`src/rtl/gwce_pkg.sv`:
```
// Shared types and constants for the working-correlation estimator.
package gwce_pkg;

  localparam int RES_W      = 16;
  localparam int WT_W       = 16;
  localparam int DISP_W     = 16;
  localparam int CSIZE_W    = 5;
  localparam int TOTAL_W    = 64;
  localparam int WSUM_W     = 32;
  localparam int NUM_W      = 60;   // magnitude of the total after dropping four bits
  localparam int DIV_CNT_W  = $clog2(NUM_W + 1);
  localparam int CFG_IDX_W  = 2;
  localparam int CFG_DATA_W = 16;

  localparam logic [CFG_IDX_W-1:0] CFG_MODE  = 2'd0;
  localparam logic [CFG_IDX_W-1:0] CFG_SIZE  = 2'd1;
  localparam logic [CFG_IDX_W-1:0] CFG_DISP  = 2'd2;

  localparam logic MODE_EXCH = 1'b0;
  localparam logic MODE_AR1  = 1'b1;

  localparam logic [CSIZE_W-1:0] CSIZE_RESET = 5'd2;
  localparam logic [DISP_W-1:0]  DISP_RESET  = 16'd256;

  localparam logic [RES_W-1:0] ALPHA_MAX = 16'h7fff;
  localparam logic [RES_W-1:0] ALPHA_MIN = 16'h8000;

  typedef enum logic [3:0] {
    S_IDLE,
    S_MUL,
    S_ACC,
    S_WMUL,
    S_WADD,
    S_DMUL1,
    S_DMUL2,
    S_CHK,
    S_DIV,
    S_OUT
  } gwce_state_t;

  typedef struct packed {
    logic accept;
    logic mul;
    logic acc;
    logic wmul;
    logic wadd;
    logic dmul1;
    logic dmul2;
    logic div_start;
    logic out_load;
  } gwce_cmd_t;

  typedef struct packed {
    logic commit;
    logic fin;
    logic zero_den;
    logic div_done;
    logic out_free;
  } gwce_sts_t;

endpackage

```
`src/rtl/gwce_ctrl.sv`:
```
// Controller state machine sequencing each item through the datapath.
module gwce_ctrl import gwce_pkg::*; (
  input  logic      clk,
  input  logic      rst_n,
  input  logic      in_valid,
  output logic      in_stall,
  input  gwce_sts_t sts,
  output gwce_cmd_t cmd
);

  gwce_state_t state_r;
  gwce_state_t state_nxt;

  always_ff @(posedge clk) begin
    if (!rst_n) begin
      state_r <= S_IDLE;
    end else begin
      state_r <= state_nxt;
    end
  end

  always_comb begin
    state_nxt = state_r;
    unique case (state_r)
      S_IDLE:  if (in_valid) state_nxt = S_MUL;
      S_MUL:   state_nxt = S_ACC;
      S_ACC: begin
        priority if (sts.commit) state_nxt = S_WMUL;
        else if (sts.fin)        state_nxt = S_DMUL1;
        else                     state_nxt = S_IDLE;
      end
      S_WMUL:  state_nxt = S_WADD;
      S_WADD:  state_nxt = sts.fin ? S_DMUL1 : S_IDLE;
      S_DMUL1: state_nxt = S_DMUL2;
      S_DMUL2: state_nxt = S_CHK;
      S_CHK:   state_nxt = sts.zero_den ? S_OUT : S_DIV;
      S_DIV:   if (sts.div_done) state_nxt = S_OUT;
      S_OUT:   if (sts.out_free) state_nxt = S_IDLE;
      default: state_nxt = S_IDLE;
    endcase
  end

  always_comb begin
    cmd = '0;
    unique case (state_r)
      S_IDLE:  cmd.accept    = in_valid;
      S_MUL:   cmd.mul       = 1'b1;
      S_ACC:   cmd.acc       = 1'b1;
      S_WMUL:  cmd.wmul      = 1'b1;
      S_WADD:  cmd.wadd      = 1'b1;
      S_DMUL1: cmd.dmul1     = 1'b1;
      S_DMUL2: cmd.dmul2     = 1'b1;
      S_CHK:   cmd.div_start = !sts.zero_den;
      S_DIV:   ;
      S_OUT:   cmd.out_load  = sts.out_free;
      default: ;
    endcase
  end

  assign in_stall = state_r != S_IDLE;

  a_load_free: assert property (@(posedge clk) disable iff (!rst_n)
    cmd.out_load |-> sts.out_free)
    else $error("result loaded while output register occupied");

  a_div_hold: assert property (@(posedge clk) disable iff (!rst_n)
    (state_r == S_DIV && !sts.div_done) |=> state_r == S_DIV)
    else $error("left divide wait before quotient ready");

  a_div_latency: assert property (@(posedge clk) disable iff (!rst_n)
    cmd.div_start |=> !sts.div_done)
    else $error("divider finished immediately after start");

  a_accept_ack: assert property (@(posedge clk) disable iff (!rst_n)
    cmd.accept |=> (in_stall && state_r == S_MUL))
    else $error("accepted item not sequenced");

endmodule

```
`config.mk`:
```
export PLATFORM = sky130hd
export DESIGN_NAME = gwce_ctrl
export DESIGN_NICKNAME = d
export VERILOG_FILES = /design/src/rtl/gwce_pkg.sv /design/src/rtl/gwce_ctrl.sv
export SDC_FILE = /design/constraint.sdc
export NUM_CORES = 1
export LEC_CHECK = 0
export BUFFER_PORTS_ARGS = -buffer_cell sky130_fd_sc_hd__buf_4
export CAP_MARGIN = 0
export CELL_PAD_IN_SITES_DETAIL_PLACEMENT = 0
export CELL_PAD_IN_SITES_GLOBAL_PLACEMENT = 1
export CORE_UTILIZATION = 29
export CTS_CLUSTER_DIAMETER = 150
export CTS_CLUSTER_SIZE = 28
export DETAILED_ROUTE_END_ITERATION = 10
export PLACE_DENSITY = 0.78
export SKIP_LAST_GASP = 1
export SYNTH_ARGS = -nofsm -noshare
export SYNTH_HDL_FRONTEND = slang
export SYNTH_SLANG_ARGS = --single-unit
```
`constraint.sdc`:
```
create_clock -name clk -period 1.5 [get_ports clk]
set_input_delay 0.15 -clock clk [delete_from_list [all_inputs] [get_ports clk]]
set_output_delay 0.15 -clock clk [all_outputs]
set_load 0.05 [all_outputs]
```
# Yosys cells after proc, flatten, opt, wreduce, memory -nomap -nowiden
# Cells that the tools add are included.
[word_totals]
input_bits = 8
reg_bits = 4
elab_cells = 33
output_inout_bits = 10
[op_classes]
n_reduce_logical = 4
n_mux = 16
n_eq_ne = 12
[ops]
columns = ["cell", "n"]
rows = [
  ["$pmux W4 S10", 1],
  ["$eq A4 B3 Y1 const B", 4],
  ["$mux W4", 3],
  ["$mux W1", 10],
  ["$eq A4 B2 Y1 const B", 2],
  ["$eq A4 B4 Y1 const B", 2],
  ["$mux W3", 2],
  ["$ne A2 B2 Y1 const B", 3],
  ["$eq A4 B1 Y1 const B", 1],
  ["$logic_not A4 Y1", 1],
  ["$reduce_bool A4 Y1", 1],
  ["$reduce_and A3 Y1", 1],
  ["$logic_not A1 Y1", 1],
]

# Logic depth before layout (Yosys ltp)
[depth]
ltp_word = 3
mapped_depth = 5
ltp_nobuf = 4

# Least setup slack after synthesis
# No wires, ideal clock.
[synth_path]
path_kind = "flip-flop to output port"
start = "reg state_r[2]"
end = "out cmd[4] (netlist name)"
t_arrival_ns = 1.792
required_time_ns = 1.350
path_buffers = 1
slack_ns = -0.442
path_stages_with_launch = 4
cell_sequence = "dfxtp_1 -> buf_6 -> or2b_1 -> nor3_1"
[synth_lines]
columns = ["item", "line_no", "rtl"]
rows = [
  ["from (decl)", "gwce_ctrl.sv:11", "gwce_state_t state_r;"],
  ["from (signal assigned)", "gwce_ctrl.sv:18", "state_r <= state_nxt;"],
  ["to (decl)", "gwce_ctrl.sv:8", "output gwce_cmd_t cmd"],
]

==> flow_summary.ini <==
[synthesis]
synth-xor-area-share_pct = 0
synth_compound_area_share_pct = 17.2
synth_edf_count = 0
synth-seq-area-share_pct = 20.8
async_flop_share_pct = 0
avgSynthCellArea_um2 = 7.14
netlist.area_leader.share_pct = 20.8
synth.area.mux_share_pct = 5.19
yosys.area_share.simple_pct = 45.1
yosys_warnings = 0
synth.distinct_cells = 22
synth_area_um2 = 385
syn-num-nets = 62
syn-instance-count = 54
synth_area_leaders = dfxtp_1, nor2_1, nand2b_1
ys_ff_latch = 4
synth_top_family_by_area = simple AND/OR/NAND/NOR gates
yosys.area.top_type = dfxtp_1
synth_ff_type = dfxtp_1
synthAdderAreaFrac_pct = 0

[layout]
post-route-util_pct = 49.8
final_cell_mix = buf_4, nor2_1, nand2_1, nor3_2, a21oi_1
fin_cells = 89
largest_registers = state_r: 4 flops
final_common_cell = buf_4
largest_register_ffs = 4
fin_area_um2 = 583
fillers = 132
multi_input_area_um2 = 288
areaGrowthSynthToFinish_pct = 51.3
largest_register = state_r
final_layout_size_suffix_gt1_share_pct = 46.7
ff_latch_area_um2 = 82.6
final_net_count = 85
diodes = 0

[power]
p_total_uw = 522
p_per_area_nw_per_um2 = 896
p_leak_uw = 0.000302
peakVddDrop_v = 0.000624

[floorplanning]
start_util_pct = 32.9
fp.dieW_um = 38.5
dieArea_um2 = 1480
fp.dieH_um = 38.5
ios = 18
core-area_um2 = 1170
fp-row-count = 12

[drt]
viasPerCell = 5.01
drt-total-wl_um = 991
post-route-drc-count = 0
drtPass1Iterations = 4
drt.antenna.violating_nets = 0
wl_per_cell_um = 11.1
via_count = 446
drt_iter0_markers = 15

[setup_path]
slowest_delay_ns = 0.52
r2r_slack_ns = 0.25
cp.required_ns = 1.35
worst-setup-path-type = register to primary output
startpoint_type = register
cp_num_buf_inv = 1
slowest_stage = dfxtp_1
worstReg2RegEnd = state_r[0]
cp.arrival_ns = 1.29
cp_max_fo = 10
end_kind = primary output
reg2reg_depth = 4
r2r-start = state_r[0]
crit_chain = and2b_1 > and3_1 > buf_4
cp_top_family = flip-flops

[clocking]
cts-buffers-inserted = 3
clockRootBuffer = clkbuf_4
worstSkewPairLatency_ns = 0.24
cts_buffer_depth = 2
cts_hold_buf = 0
htreeDepth = 1
cts_setup_buffers = 0
clkTransAtPathRegs_ns = 0.04
cts.sinks = 4
cts_tree = done

[worst_hold_path]
hold_depth = 2
min_path_type = primary input to register
hold_path_end = state_r[3]
hold_start = rst_n

[status]
status = finished clean

[placement]
dp.cells = 86
place_area_um2 = 553
hpwlAfterDp_um = 765
routabilityCongestion = 0.723
port_buffers = 17

[grt]
grt-ovfl-total = 0
grt_usage_pct = 15.8
grt_pass1_vias = 391
grt_antenna_before_repair = 0
grt_pass1_wl_mm = 1.57
grt_start_max_net_pins = 14

[sta]
hold_violations = 0
post-route-period-util_pct = 96.2
finalMaxSlewViolations = 0
finClkSkew_ns = 0.00583
setup_viol = 0
slew_headroom_pct = 77.0
fmax_ghz = 0.693
fin_crit_ns = 1.44
rsz0062_at_grt = yes
worstMarginPinSlew_ns = 0.345

[flow_run]
maxCapViolCount = 0
-- stage by stage --
stage | setup slack (ns) | hold WS, ns | TNS (ns)
6_report | 0.0575 | 0.140 | 0
5_1_grt | -0.0213 | 0.149 | -0.0213
4_1_cts | 0.0192 | 0.140 | 0
3_5_place_dp | 0.207 | 0.388 | 0
3_3_place_gp | 0.224 | 0.385 | 0
2_1_floorplan | -0.351 | 0.272 | -0.387
-- synth_stat cells, types with 3 or more instances --
cell type / n
and3_1: 3
nor2_1: 8
nand2b_1: 4
a21oi_1: 4
o21ai_0: 3
nand2_1: 4
dfxtp_1: 4
nor3_1: 5
-- worst max path at each step --
stage	startpoint	to	slack [ns]	cells after the start
3_5_place_dp	state_r[2]	state_r[0]	0.21	4
5_1_grt	state_r[0]	cmd[1]	-0.02	3
2_1_floorplan	state_r[0]	cmd[7]	-0.35	3
4_1_cts	state_r[1]	cmd[1]	0.02	3
6_report	state_r[0]	cmd[0]	0.06	3
3_3_place_gp	state_r[2]	state_r[0]	0.22	4
-- where the power goes --
part           switching, uW  internal [uW]  total, uW
logic                    148           97.8        246
registers               22.3            117        139
clock network           47.7           89.8        137
total                    218            304        522
-- routing by layer --
layer / share of wire, % / up-vias / track usage [%]
met3: 6.4 / 2 / 5.23
met1: 48 / 198 / 20.0
met4: 0.81 / 0 / 7.76
met2: 44 / 17 / 23.7
met5: 0 / - / 0
li1: - / 229 / -
-- final cells by class --
class                           count  area share, %
Clock buffer                        3           3.86
Multi-Input combinational cell     44           49.4
Timing Repair Buffer               22           28.3
Tap cell                           14           3.00
Inverter                            2           1.29
Sequential cell                     4           14.2
-- worst register-to-register path, delay by kind of cell, from the launching register on --
kind | cells | cell delay, ns
muxes | 1 | 0.11
and+or+nand+nor | 1 | 0.04
AOI/OAI and AO/OA | 1 | 0.24
DFF | 1 | 0.52
buffers and inverters | 1 | 0.23
-- cell families after synthesis --
family | Yosys count
flip-flops | 4
AO/OA/AOI/OAI | 11
multiplexers | 2
buffers and inverters | 6
AND/OR/NAND/NOR | 31
-- what timing repair did --
| action | in CTS | in global routing |
|---|---|---|
| endpoints found under the hold margin | 0 | 0 |
| resized for setup | 1 | 3 |
| setup endpoints to repair | 2 | 4 |
(Power assumes the default switching activity.)
